### src/design/jdsg_pkg.sv
package jdsg_pkg;

  // Field and register widths.
  localparam int RAW_W   = 16;
  localparam int CFG_W   = 15;
  localparam int PCT_W   = 7;
  localparam int SLEW_W  = 11;
  localparam int CMD_W   = 11;

  // Serial divider geometry: the dividend is |deadbanded axis| * 1000,
  // which stays below 2^25, and two quotient bits are produced per cycle.
  localparam int DIVD_W  = 26;
  localparam int DIVS_W  = 15;
  localparam int DIV_STEPS = DIVD_W / 2;
  localparam int DIV_CNT_W = $clog2(DIV_STEPS + 1);

  // Command scaling constants.
  localparam int CMD_MAX  = 1000;
  localparam int PROD_W   = 33;
  // Products at or above this value divide by 100 to more than CMD_MAX.
  localparam int CLAMP_P  = 100100;
  localparam int RECIP_IN_W = 17;
  // floor(p * RECIP_K / 2^RECIP_SH) equals floor(p / 100) for p < CLAMP_P.
  localparam int RECIP_K  = 167773;
  localparam int RECIP_KW = 18;
  localparam int RECIP_SH = 24;

  typedef enum logic [1:0] {
    CFG_DEADBAND   = 2'd0,
    CFG_FULL_SCALE = 2'd1,
    CFG_SPEED      = 2'd2,
    CFG_SLEW       = 2'd3
  } cfg_idx_t;

  typedef enum logic [2:0] {
    S_IDLE,
    S_PREP,
    S_DIV,
    S_PCT,
    S_RECIP,
    S_SLEW,
    S_FIN
  } state_t;

  typedef struct packed {
    logic busy;
    logic done;
  } div_stat_t;

endpackage

### src/design/jdsg_in_if.sv
interface jdsg_in_if;
  logic               valid;
  logic               ready;
  logic               reading_valid;
  logic signed [15:0] raw_x;
  logic signed [15:0] raw_y;
  logic               dm_switch;

  modport source (output valid, output reading_valid, output raw_x, output raw_y,
                  output dm_switch, input ready);
  modport sink (input valid, input reading_valid, input raw_x, input raw_y,
                input dm_switch, output ready);
endinterface

### src/design/jdsg_out_if.sv
interface jdsg_out_if;
  logic               valid;
  logic               ready;
  logic signed [10:0] command_x;
  logic signed [10:0] command_y;
  logic               motion_ok;
  logic               dm_engaged;
  logic               waiting_for_neutral;

  modport source (output valid, output command_x, output command_y,
                  output motion_ok, output dm_engaged,
                  output waiting_for_neutral, input ready);
  modport sink (input valid, input command_x, input command_y,
                input motion_ok, input dm_engaged,
                input waiting_for_neutral, output ready);
endinterface

### src/design/jdsg_div.sv
module jdsg_div (
  input  logic                        clk,
  input  logic                        rst_n,
  input  logic                        start,
  input  logic [jdsg_pkg::DIVD_W-1:0] dividend,
  input  logic [jdsg_pkg::DIVS_W-1:0] divisor,
  output logic [jdsg_pkg::DIVD_W-1:0] quot,
  output jdsg_pkg::div_stat_t         stat
);
  import jdsg_pkg::*;

  // Restoring radix-4 divider: the dividend shifts out of the top of dq_r
  // two bits a cycle while quotient bits shift in at the bottom.
  logic [DIVS_W-1:0]    rem_r, rem_nxt;
  logic [DIVS_W-1:0]    dvs_r;
  logic [DIVD_W-1:0]    dq_r, dq_nxt;
  logic [DIV_CNT_W-1:0] cnt_r;
  logic                 busy_r;
  logic                 done_r;

  logic [DIVS_W:0]   t1, t2, d_ext;
  logic [DIVS_W-1:0] r1;
  logic              ge1, ge2;

  always_comb begin
    d_ext   = {1'b0, dvs_r};
    t1      = {rem_r, dq_r[DIVD_W-1]};
    ge1     = (t1 >= d_ext);
    r1      = ge1 ? DIVS_W'(t1 - d_ext) : DIVS_W'(t1);
    t2      = {r1, dq_r[DIVD_W-2]};
    ge2     = (t2 >= d_ext);
    rem_nxt = ge2 ? DIVS_W'(t2 - d_ext) : DIVS_W'(t2);
    dq_nxt  = {dq_r[DIVD_W-3:0], ge1, ge2};
  end

  always_ff @(posedge clk) begin
    if (!rst_n) begin
      busy_r <= 1'b0;
      done_r <= 1'b0;
      cnt_r  <= '0;
    end else begin
      done_r <= 1'b0;
      if (start) begin
        busy_r <= 1'b1;
        cnt_r  <= DIV_CNT_W'(DIV_STEPS);
      end else if (busy_r) begin
        cnt_r <= cnt_r - DIV_CNT_W'(1);
        if (cnt_r == DIV_CNT_W'(1)) begin
          busy_r <= 1'b0;
          done_r <= 1'b1;
        end
      end
    end
  end

  always_ff @(posedge clk) begin
    if (start) begin
      rem_r <= '0;
      dq_r  <= dividend;
      dvs_r <= divisor;
    end else if (busy_r) begin
      rem_r <= rem_nxt;
      dq_r  <= dq_nxt;
    end
  end

  assign quot      = dq_r;
  assign stat.busy = busy_r;
  assign stat.done = done_r;

endmodule

### src/design/joystick_deadband_slew_gate_unit.sv
// Joystick gate: each input beat is one joystick tick and yields exactly one
// output beat. A live tick (valid reading, neutral confirmed, dead-man held)
// runs each axis in turn through the shared serial divider, which produces
// two quotient bits a cycle and runs 13 steps, then through the percent
// product, the reciprocal divide by 100 and the slew step, and its result is
// then loaded into the output register; every other tick goes straight to
// the load. The next beat can be taken only after the result is loaded, and
// a stalled output register holds the sequencer until the register frees. A
// new tick is accepted whenever the sequencer is idle, even while the
// previous result still waits in the output register.
module joystick_deadband_slew_gate_unit (
  input  logic                       clk,
  input  logic                       rst_n,
  jdsg_in_if.sink                    in_chan,
  jdsg_out_if.source                 out_chan,
  input  logic                       cfg_we,
  input  jdsg_pkg::cfg_idx_t         cfg_index,
  input  logic [jdsg_pkg::CFG_W-1:0] cfg_wdata
);
  import jdsg_pkg::*;

  // Returns 1 when a raw reading lies inside the neutral zone.
  function automatic logic in_deadband(input logic signed [RAW_W-1:0] raw,
                                       input logic [CFG_W-1:0] db);
    logic signed [RAW_W:0] r;
    logic signed [RAW_W:0] d;
    r = {raw[RAW_W-1], raw};
    d = {2'b00, db};
    return (r <= d) && (r >= -d);
  endfunction

  // Configuration registers.
  logic [CFG_W-1:0]  db_r;
  logic [CFG_W-1:0]  fs_r;
  logic [PCT_W-1:0]  pct_r;
  logic [SLEW_W-1:0] slew_r;

  // Sequencer and the latched tick.
  state_t                   state_r, state_nxt;
  logic                     axis_r;
  logic                     vld_r;
  logic signed [RAW_W-1:0]  rx_r, ry_r;
  logic                     dm_r;

  // Persistent state.
  logic                     neutral_r, neutral_nxt;
  logic signed [CMD_W-1:0]  held_x_r, held_x_nxt;
  logic signed [CMD_W-1:0]  held_y_r, held_y_nxt;

  // Per-axis working registers.
  logic                     neg_r;
  logic [PROD_W-1:0]        prod_r;
  logic [CMD_W-1:0]         mag_r;

  // Output register.
  logic                     out_valid_r, out_valid_nxt;
  logic signed [CMD_W-1:0]  cmd_x_r, cmd_y_r;
  logic                     allowed_r, engaged_r, waiting_r;

  // Control decodes.
  logic live;
  logic accept;
  logic out_free;
  logic div_start;
  logic fin_load;
  div_stat_t div_stat;

  assign live     = vld_r && neutral_r && dm_r;
  assign accept   = in_chan.valid && in_chan.ready;
  assign out_free = !out_valid_r || out_chan.ready;
  assign fin_load = (state_r == S_FIN) && out_free;

  // The deadband stage works on whichever axis is in progress. The
  // magnitude of the deadbanded value never exceeds 32768.
  logic signed [RAW_W-1:0] raw_sel;
  logic signed [RAW_W:0]   raw_e, db_e, mag_full;
  logic                    above, below;
  logic [RAW_W-1:0]        mag;
  logic [DIVD_W-1:0]       dividend;
  logic [CFG_W:0]          span_diff;
  logic [DIVS_W-1:0]       span;
  logic [DIVD_W-1:0]       quot;

  always_comb begin
    raw_sel   = axis_r ? ry_r : rx_r;
    raw_e     = {raw_sel[RAW_W-1], raw_sel};
    db_e      = {2'b00, db_r};
    above     = raw_e > db_e;
    below     = raw_e < -db_e;
    if (above) begin
      mag_full = raw_e - db_e;
    end else if (below) begin
      mag_full = -raw_e - db_e;
    end else begin
      mag_full = '0;
    end
    mag       = mag_full[RAW_W-1:0];
    dividend  = {{(DIVD_W-RAW_W){1'b0}}, mag} * DIVD_W'(CMD_MAX);
    // A full scale at or below the deadband divides by one.
    span_diff = {1'b0, fs_r} - {1'b0, db_r};
    span      = (fs_r > db_r) ? span_diff[DIVS_W-1:0] : DIVS_W'(1);
  end

  jdsg_div u_div (
    .clk      (clk),
    .rst_n    (rst_n),
    .start    (div_start),
    .dividend (dividend),
    .divisor  (span),
    .quot     (quot),
    .stat     (div_stat)
  );

  // Percent scaling: the quotient times the percent, then divided by 100
  // through a reciprocal multiply. Large products saturate at full command.
  logic [RECIP_IN_W+RECIP_KW-1:0] rprod;
  logic [CMD_W-1:0]               mag_nxt;

  always_comb begin
    rprod   = prod_r[RECIP_IN_W-1:0] * RECIP_KW'(RECIP_K);
    mag_nxt = (prod_r >= PROD_W'(CLAMP_P)) ? CMD_W'(CMD_MAX)
                                           : rprod[RECIP_SH +: CMD_W];
  end

  // Slew limiter: move the held value toward the target by at most the
  // configured step. Twelve bits cover every difference of two commands.
  logic signed [CMD_W:0]   target, held_e, diff, step, lim, newv;
  logic signed [CMD_W-1:0] held_sel;

  always_comb begin
    held_sel = axis_r ? held_y_r : held_x_r;
    held_e   = {held_sel[CMD_W-1], held_sel};
    target   = neg_r ? -$signed({1'b0, mag_r}) : $signed({1'b0, mag_r});
    diff     = target - held_e;
    step     = $signed({1'b0, slew_r});
    if (diff > step) begin
      lim = step;
    end else if (diff < -step) begin
      lim = -step;
    end else begin
      lim = diff;
    end
    newv     = held_e + lim;
  end

  // Held values and the neutral flag. Non-live ticks clear the held values
  // when their result is loaded; live ticks update them in the slew cycle.
  always_comb begin
    held_x_nxt  = held_x_r;
    held_y_nxt  = held_y_r;
    neutral_nxt = neutral_r;
    if (state_r == S_SLEW) begin
      if (axis_r) begin
        held_y_nxt = newv[CMD_W-1:0];
      end else begin
        held_x_nxt = newv[CMD_W-1:0];
      end
    end
    if (fin_load) begin
      if (!live) begin
        held_x_nxt = '0;
        held_y_nxt = '0;
      end
      if (vld_r && !neutral_r && in_deadband(rx_r, db_r) && in_deadband(ry_r, db_r)) begin
        neutral_nxt = 1'b1;
      end
    end
  end

  // Next state.
  always_comb begin
    state_nxt = state_r;
    unique case (state_r)
      S_IDLE:  if (in_chan.valid) state_nxt = S_PREP;
      S_PREP:  state_nxt = live ? S_DIV : S_FIN;
      S_DIV:   if (div_stat.done) state_nxt = S_PCT;
      S_PCT:   state_nxt = S_RECIP;
      S_RECIP: state_nxt = S_SLEW;
      S_SLEW:  state_nxt = axis_r ? S_FIN : S_PREP;
      S_FIN:   if (out_free) state_nxt = S_IDLE;
      default: state_nxt = S_IDLE;
    endcase
  end

  // State-decoded controls.
  always_comb begin
    in_chan.ready = (state_r == S_IDLE);
    div_start     = (state_r == S_PREP) && live;
  end

  always_comb begin
    out_valid_nxt = out_valid_r;
    if (fin_load) begin
      out_valid_nxt = 1'b1;
    end else if (out_chan.ready) begin
      out_valid_nxt = 1'b0;
    end
  end

  // Control registers.
  always_ff @(posedge clk) begin
    if (!rst_n) begin
      state_r     <= S_IDLE;
      axis_r      <= 1'b0;
      neutral_r   <= 1'b0;
      held_x_r    <= '0;
      held_y_r    <= '0;
      out_valid_r <= 1'b0;
      db_r        <= CFG_W'(50);
      fs_r        <= CFG_W'(2047);
      pct_r       <= PCT_W'(100);
      slew_r      <= SLEW_W'(50);
    end else begin
      state_r     <= state_nxt;
      neutral_r   <= neutral_nxt;
      held_x_r    <= held_x_nxt;
      held_y_r    <= held_y_nxt;
      out_valid_r <= out_valid_nxt;
      if (accept) begin
        axis_r <= 1'b0;
      end else if (state_r == S_SLEW) begin
        axis_r <= 1'b1;
      end
      if (cfg_we) begin
        unique case (cfg_index)
          CFG_DEADBAND:   db_r   <= cfg_wdata;
          CFG_FULL_SCALE: fs_r   <= cfg_wdata;
          CFG_SPEED:      pct_r  <= cfg_wdata[PCT_W-1:0];
          CFG_SLEW:       slew_r <= cfg_wdata[SLEW_W-1:0];
          default: ;
        endcase
      end
    end
  end

  // Payload registers.
  always_ff @(posedge clk) begin
    if (accept) begin
      vld_r <= in_chan.reading_valid;
      rx_r  <= in_chan.raw_x;
      ry_r  <= in_chan.raw_y;
      dm_r  <= in_chan.dm_switch;
    end
    if (state_r == S_PREP) begin
      neg_r <= below;
    end
    if (state_r == S_PCT) begin
      prod_r <= PROD_W'(quot) * PROD_W'(pct_r);
    end
    if (state_r == S_RECIP) begin
      mag_r <= mag_nxt;
    end
    if (fin_load) begin
      cmd_x_r   <= live ? held_x_r : '0;
      cmd_y_r   <= live ? held_y_r : '0;
      allowed_r <= live;
      // Valid ticks before neutral is confirmed echo the switch; live ticks report it engaged.
      engaged_r <= live || (vld_r && !neutral_r && dm_r);
      waiting_r <= !neutral_nxt;
    end
  end

  assign out_chan.valid               = out_valid_r;
  assign out_chan.command_x           = cmd_x_r;
  assign out_chan.command_y           = cmd_y_r;
  assign out_chan.motion_ok           = allowed_r;
  assign out_chan.dm_engaged          = engaged_r;
  assign out_chan.waiting_for_neutral = waiting_r;

endmodule

### src/flat_wrapper.sv
// flat-port wrapper written by rule: the top's interface ports become plain ports
module joystick_deadband_slew_gate_unit_flat import jdsg_pkg::*;
  (clk, rst_n, cfg_we, cfg_index, cfg_wdata, in_chan_valid, in_chan_reading_valid, in_chan_raw_x, in_chan_raw_y, in_chan_dm_switch, in_chan_ready, out_chan_valid, out_chan_command_x, out_chan_command_y, out_chan_motion_ok, out_chan_dm_engaged, out_chan_waiting_for_neutral, out_chan_ready);
  jdsg_in_if in_chan_i ();
  jdsg_out_if out_chan_i ();
  input  logic clk;
  input  logic rst_n;
  input  logic cfg_we;
  input  jdsg_pkg::cfg_idx_t cfg_index;
  input  logic [jdsg_pkg::CFG_W-1:0] cfg_wdata;
  input wire logic [$bits(in_chan_i.valid)-1:0] in_chan_valid;
  input wire logic [$bits(in_chan_i.reading_valid)-1:0] in_chan_reading_valid;
  input wire logic [$bits(in_chan_i.raw_x)-1:0] in_chan_raw_x;
  input wire logic [$bits(in_chan_i.raw_y)-1:0] in_chan_raw_y;
  input wire logic [$bits(in_chan_i.dm_switch)-1:0] in_chan_dm_switch;
  output wire logic [$bits(in_chan_i.ready)-1:0] in_chan_ready;
  output wire logic [$bits(out_chan_i.valid)-1:0] out_chan_valid;
  output wire logic [$bits(out_chan_i.command_x)-1:0] out_chan_command_x;
  output wire logic [$bits(out_chan_i.command_y)-1:0] out_chan_command_y;
  output wire logic [$bits(out_chan_i.motion_ok)-1:0] out_chan_motion_ok;
  output wire logic [$bits(out_chan_i.dm_engaged)-1:0] out_chan_dm_engaged;
  output wire logic [$bits(out_chan_i.waiting_for_neutral)-1:0] out_chan_waiting_for_neutral;
  input wire logic [$bits(out_chan_i.ready)-1:0] out_chan_ready;
  assign in_chan_i.valid = in_chan_valid;
  assign in_chan_i.reading_valid = in_chan_reading_valid;
  assign in_chan_i.raw_x = in_chan_raw_x;
  assign in_chan_i.raw_y = in_chan_raw_y;
  assign in_chan_i.dm_switch = in_chan_dm_switch;
  assign in_chan_ready = in_chan_i.ready;
  assign out_chan_valid = out_chan_i.valid;
  assign out_chan_command_x = out_chan_i.command_x;
  assign out_chan_command_y = out_chan_i.command_y;
  assign out_chan_motion_ok = out_chan_i.motion_ok;
  assign out_chan_dm_engaged = out_chan_i.dm_engaged;
  assign out_chan_waiting_for_neutral = out_chan_i.waiting_for_neutral;
  assign out_chan_i.ready = out_chan_ready;
  joystick_deadband_slew_gate_unit u_core (.clk(clk), .rst_n(rst_n), .in_chan(in_chan_i), .out_chan(out_chan_i), .cfg_we(cfg_we), .cfg_index(cfg_index), .cfg_wdata(cfg_wdata));
endmodule
### config.mk
export PLATFORM = sky130hd
export DESIGN_NAME = joystick_deadband_slew_gate_unit_flat
export DESIGN_NICKNAME = d
export VERILOG_FILES = /design/src/design/jdsg_pkg.sv /design/src/design/jdsg_in_if.sv /design/src/design/jdsg_out_if.sv /design/src/design/jdsg_div.sv /design/src/design/joystick_deadband_slew_gate_unit.sv /design/src/flat_wrapper.sv
export SDC_FILE = /design/constraint.sdc
export NUM_CORES = 2
export LEC_CHECK = 0
export BUFFER_PORTS_ARGS = -buffer_cell sky130_fd_sc_hd__buf_2
export CAP_MARGIN = 10
export CORE_ASPECT_RATIO = 0.7
export CORE_MARGIN = 2
export CORE_UTILIZATION = 59
export CTS_BUF_LIST = sky130_fd_sc_hd__clkbuf_8
export CTS_CLUSTER_SIZE = 10
export DETAILED_ROUTE_END_ITERATION = 10
export GPL_TIMING_DRIVEN = 0
export PLACE_DENSITY = 0.76
export SYNTH_ARGS = -nofsm -noshare
export SYNTH_HDL_FRONTEND = slang
export SYNTH_SLANG_ARGS = --single-unit
export TNS_END_PERCENT = 20
### constraint.sdc
create_clock -name clk -period 11.5 [get_ports clk]
set_input_delay 3.45 -clock clk [delete_from_list [all_inputs] [get_ports clk]]
set_output_delay 3.45 -clock clk [all_outputs]
set_load 0.05 [all_outputs]
---- Word level (Yosys, flattened, before mapping) ----
Cells that the tools add are included.
cells by class
  add/subtract/negate cells ............... 12
  multipliers ............................. 3
  order comparisons ....................... 12
  eq/ne operators ......................... 13
  multiplexer cells ....................... 35
  bitwise operators ....................... 2
  reductions and logical operators ........ 28
operators with widths
  cell                                                                     count
  11-bit 2-to-1 mux                                                        11
  26-bit 2-to-1 mux                                                        2
  16-bit 2-to-1 mux                                                        3
  15-bit subtractor                                                        3
  17-bit by 18-bit multiplier with 35-bit output, second input constant    1
  16-bit by 17-bit >= comparator with 1-bit output                         2
  33-bit by 17-bit >= comparator with 1-bit output, second input constant  1
  26-bit by 7-bit multiplier with 33-bit output                            1
  16-bit by 15-bit >= comparator with 1-bit output                         2
  16-bit less-or-equal comparator                                          2
  16-bit subtractor                                                        2
  15-bit 2-to-1 mux                                                        2
  11-bit negator with 12-bit output                                        2
  16-bit by 7-bit multiplier with 23-bit output, second input constant     1
  3-bit case mux with 7 select lines                                       1
  16-bit by 17-bit less-than comparator with 1-bit output                  1
  15-bit negator with 17-bit output                                        1
  16-bit greater-than comparator                                           1
  16-bit negator                                                           1
  15-bit greater-than comparator                                           1
  3-bit 2-to-1 mux                                                         5
  12-bit greater-than comparator                                           1
  12-bit less-than comparator                                              1
  12-bit 2-to-1 mux                                                        1
  other kinds (24)                                                         56
storage, ports and cells
  register bits ........................... 242
  output and inout bits ................... 27
  logic and storage cells ................. 135

---- Longest topological paths before layout ----
  depth after elaboration ................. 11
  mapped depth ............................ 34
  mapped depth without buffers ............ 33

---- Hierarchy ----
From an unflattened synthesis, not the netlist that was laid out.
second synthesis, totals
  cell total of the unflattened synthesis .. 3287
  area total of the unflattened synthesis .. 30427.9 um2
by module, submodules not included
  module                            times used  cells an instance  area an instance (um2)  seq. area each (um2)
  joystick_deadband_slew_gate_unit  1           2875               26315.2                 4644.5
  jdsg_div                          1           412                4112.7                  1651.6

---- Worst setup path before layout ----
OpenSTA, ideal clock, no wires.
  path type ............................... register to register
  from .................................... register u_core.axis_r
  to ...................................... register u_core.u_div.dq_r[25] (netlist: u_core.u_div.quot[25]), data pin
  arrival time ............................ 7.708 ns
  required time ........................... 11.230 ns
  setup slack ............................. 3.522 ns
  cell stages (with the launch flop) ...... 33
  path buffers ............................ 5
  cells stage by stage .................... dfxtp_1 clkbuf_1 clkbuf_1 buf_1 mux2i_1 ha_1 and3b_1 a211oi_1 a21oi_1 o31ai_1 o21ai_1 o31ai_2 buf_2 buf_2 o21ai_0 fa_1 inv_1 fa_1 inv_1 fa_1 inv_1 fa_1 inv_1 ha_1 and3_1 nand2_1 a21boi_0 o21a_1 a211oi_1 o211ai_1 nor2_1 xnor2_1 o21ai_0
between the ends
  word-level cells in the longest chain between the ends .. 7
RTL lines
  what                                             RTL line                                 RTL
  from (decl)                                      joystick_deadband_slew_gate_unit.sv:40   logic axis_r;
  from (signal assigned)                           joystick_deadband_slew_gate_unit.sv:204  axis_r <= 1'b0;
  from (signal assigned)                           joystick_deadband_slew_gate_unit.sv:220  axis_r <= 1'b0;
  from (signal assigned)                           joystick_deadband_slew_gate_unit.sv:222  axis_r <= 1'b1;
  16-bit 2-to-1 mux *                              joystick_deadband_slew_gate_unit.sv:85   raw_sel = axis_r ? ry_r : rx_r;
  16-bit negator                                   joystick_deadband_slew_gate_unit.sv:93   mag_full = -raw_e - db_e;
  16-bit subtractor                                joystick_deadband_slew_gate_unit.sv:93
  16-bit 2-to-1 mux                                joystick_deadband_slew_gate_unit.sv:92   end else if (below) begin
  16-bit 2-to-1 mux *                              joystick_deadband_slew_gate_unit.sv:90   if (above) begin
  16-bit by 7-bit multiplier with 23-bit output *  joystick_deadband_slew_gate_unit.sv:98   dividend = {{(DIVD_W-RAW_W){1'b0}}, mag} * DIVD_W'(CMD_MAX);
  26-bit 2-to-1 mux *                              jdsg_div.sv:57                           if (start) begin
  to (signal assigned)                             jdsg_div.sv:59                           dq_r <= dividend;
  to (signal assigned)                             jdsg_div.sv:63                           dq_r <= dq_nxt;
  to (decl)                                        jdsg_div.sv:16                           logic [DIVD_W-1:0] dq_r, dq_nxt;
Every way passes the cells marked *; elsewhere a longest branch is shown, timed or not.
A chain may end at the register's enable or synchronous reset.

---- Final worst setup path ----
Same ends and word-level chain as after synthesis.

==> flow_summary_export.csv <==
group,metric,value,unit
outcome,outcome,"completed",
grt,use_met2,40.5,%
final_layout,drive_gt1_share,6.13,%
grt,grt_pass1_vias,23500,
route,drt-pass1-iter-count,6,
sta,fin_crit_sh,89.4,%
setup_path,cp.required,11.82,ns
synthesis,synth_ff_type,"edfxtp_1",
sta,worst_pin_slew,1.03,ns
grt,overflow,0,
sta,drv_slew,0,
grt,grt_max_degree,34,
synthesis,yosysUniqueCellTypes,94,
synthesis,syn_inst,3347,
die,fp.coreArea,50800,um^2
synthesis,synth_area_leaders,"ha_1, fa_1, edfxtp_1",
setup_path,start_kind,"register",
setup_path,r2r-start,"u_core.axis_r",
clocking,postCtsSetupBuffers,0,
die,die_h,194,um
clocking,cts_tree,"built",
synthesis,netlist_area,30300,um^2
min_path,min_from,"u_core.held_x_r[5]",
clocking,cts_buffer_depth,3,
setup_path,cp_slowest_stage_delay,0.70,ns
sta,period_needed,10.28,ns
final_layout,nets,4271,
min_path,hold_class,"register to register",
placed_design,preCtsSetupSlack,1.50,ns
synthesis,synth_most_common_cell,"inv_1",
sta,final.setup.tns,0,ns
final_layout,multi_input_area,21800,um^2
placed_design,post_dp_cell_area,31600,um^2
route,vias_per_cell,5.76,
placed_design,hpwl,59.7,mm
setup_path,end_kind,"register",
final_layout,fillCellCount,4311,
synthesis,synth-edff-count,142,
sta,setup_violations,0,
route,dr.first_iter.drc_count,1916,
sta,maxSlewHeadroom,31.3,%
grt,grt_pass1_wl,121,mm
grt,grtUsageTotal,28.0,%
synthesis,yosysWarnings,0,
route,drt_wl_total,73.2,mm
setup_path,worstPathMaxFanout,10,
final_layout,finalInstanceArea,32400,um^2
synthesis,synth_fa_ha_area_share,37.6,%
die,io_pins,83,
sta,clock_skew,0.0306,ns
route,final_antenna_net_count,0,
clocking,hold_buffers,0,
clocking,clock_sinks,242,
placed_design,portBuffers,81,
setup_path,crit_slowest_cell,"buf_1",
synthesis,ys_async_sr_fraction,0,%
final_layout,areaGrowthSynthToFinish,7.02,%
synthesis,seq_area_frac_synth,20.7,%
synthesis,synth_fp_nets,4144,
die,dieArea,53200,um^2
power_and_ir_drop,irDropWorstVdd,0.808,mV
die,initial_core_util,59.7,%
synthesis,yosysTopAreaCellShare,19.0,%
synthesis,yosysTopAreaCell,"ha_1",
final_layout,seq_area,6270,um^2
synthesis,synthXorXnorAreaFrac,5.20,%
clocking,clk_pin_slew,0.07,ns
job,maxCapViolCount,0,
sta,fmax,97.3,MHz
clocking,cts-root-buf,"clkbuf_8",
clocking,htreeDepth,2,
min_path,hold_depth,2,
clocking,cts_buffers,40,
synthesis,yosys.area_share.simple,14.3,%
setup_path,criticalPathCategory,"register to register",
grt,gr-usage-met1,43.8,%
route,wire_per_inst,17.5,um
setup_path,crit_start,"u_core.axis_r",
die,die_x,275,um
die,rows,69,
power_and_ir_drop,p_per_area,246,nW/um^2
final_layout,antenna_cells,0,
synthesis,ys_seq_elements,242,
sta,timing.final.ws_setup,1.22,ns
min_path,min_to,"u_core.held_x_r[5]",
setup_path,reg2reg_setup_slack,1.22,ns
route,post-route-drc-count,0,
grt,grt_busiest_layer,"met1",
grt,antenna_found_initial,1,
power_and_ir_drop,finalPower,7980,uW
grt,use_met3,5.23,%
synthesis,synth_commonest_cells,"inv_1, ha_1, nand2_1, fa_1, a21oi_1",
sta,rsz0062_at_grt,"no",
setup_path,crit-reg2reg-capture,"u_core.u_div.quot[25]",
synthesis,avgSynthCellArea,9.05,um^2
setup_path,worst-endpoint-arrival,10.60,ns
clocking,clock_latency,0.60,ns
clocking,cts_resized,0,
synthesis,synthMuxAreaShare,1.70,%
power_and_ir_drop,p_leak,0.0150,uW
placed_design,gp_congestion,0.957,
setup_path,rr_worst_depth,32,
route,dr_total_vias,24100,
synthesis,synth_compound_area_share,13.1,%
sta,final_hold_viol_count,0,
synthesis,synth_top_family_by_area,"adder cells",
[metal layers]
| metal | wire, um | vias to the layer above |
|---|---|---|
| li1 | - | 11600 |
| met1 | 36000 | 11600 |
| met2 | 29900 | 783 |
| met3 | 6120 | 95 |
| met4 | 1190 | 2 |
| met5 | 18 | - |
[placed cells by master, fill, tap and decap left out, types with 44 or more instances in the layout]
cell | Yosys | final
inv_1 | 482 | 498
ha_1 | 459 | 459
nand2_1 | 389 | 389
fa_1 | 282 | 282
a21oi_1 | 175 | 175
nor2_1 | 161 | 161
edfxtp_1 | 142 | 142
o21ai_0 | 132 | 132
xnor2_1 | 121 | 121
dfxtp_1 | 100 | 100
clkbuf_1 | 86 | 86
buf_2 | 4 | 85
and2_1 | 76 | 76
nand3_1 | 70 | 70
xor2_1 | 57 | 57
nor3_1 | 46 | 44
o21a_1 | 44 | 44
clkbuf_8 | 0 | 44
[state kept, by name, summed over array words and instances, names as in the netlist, 7 cells and up]
signal,flops
u_core.prod_r,33
u_core.u_div.quot,26
u_core.rx_r,16
u_core.ry_r,16
u_core.db_r,15
u_core.fs_r,15
u_core.u_div.dvs_r,15
u_core.u_div.rem_r,15
u_core.held_x_r,11
u_core.held_y_r,11
u_core.mag_r,11
u_core.out_chan.command_x,11
u_core.out_chan.command_y,11
u_core.slew_r,11
u_core.pct_r,7
[how the worst max path moves through the flow]
stage	endpoint	slack, ns	cells after the start
after floorplan	u_core.u_div.quot[25]	3.52	32
after detailed placement	u_core.u_div.quot[25]	1.50	31
after CTS	u_core.u_div.quot[25]	1.45	31
final	u_core.u_div.quot[25]	1.22	32
after global placement	u_core.u_div.quot[25]	1.67	31
after global routing	u_core.u_div.quot[25]	0.58	31
[metrics by stage]
| stage | hold slack (ns) | utilization (%) | std cells |
|---|---|---|---|
| after CTS | 0.470 | 63.9 | 4179 |
| final | 0.475 | 63.9 | 4179 |
| after floorplan | 0.437 | - | 3347 |
| after global routing | 0.485 | 63.9 | 4179 |
| after global placement | 0.457 | 62.1 | 4102 |
| after detailed placement | 0.458 | 62.3 | 4106 |
[power breakdown]
| part | switching [uW] | total [uW] | internal (uW) | leakage [uW] |
|---|---|---|---|---|
| logic | 3480 | 6150 | 2670 | 0.0125 |
| registers | 43.6 | 1030 | 982 | 0.00208 |
| clock network | 400 | 806 | 406 | 0.000461 |
| total | 3920 | 7980 | 4060 | 0.0150 |
[cells by family after synthesis]
| family | Yosys count |
|---|---|
| compound gates | 624 |
| xor+xnor | 179 |
| fa+ha+maj | 742 |
| buf+inv | 592 |
| flops | 242 |
| mux | 48 |
| simple gates | 920 |
[cell type report]
type	instances	share of cell area, %
clock inverter	29	0.671
timing repair buffer	85	1.39
buffer	108	1.30
inverter	484	5.60
clock buffer	44	1.87
multi-input combinational	2513	67.2
tap	674	2.60
sequential	242	19.3
[critical path, delay by kind of cell (launching register included)]
| family | cells | cell delay, ns |
|---|---|---|
| buffers and inverters | 9 | 2.71 |
| xor gates and xnor gates | 1 | 0.15 |
| AOI/OAI and AO/OA | 11 | 3.07 |
| and+or+nand+nor | 4 | 0.62 |
| muxes | 1 | 0.25 |
| adders and majority gates | 6 | 2.91 |
| DFF | 1 | 0.31 |
No activity file was read; power rests on OpenSTA's default activity.
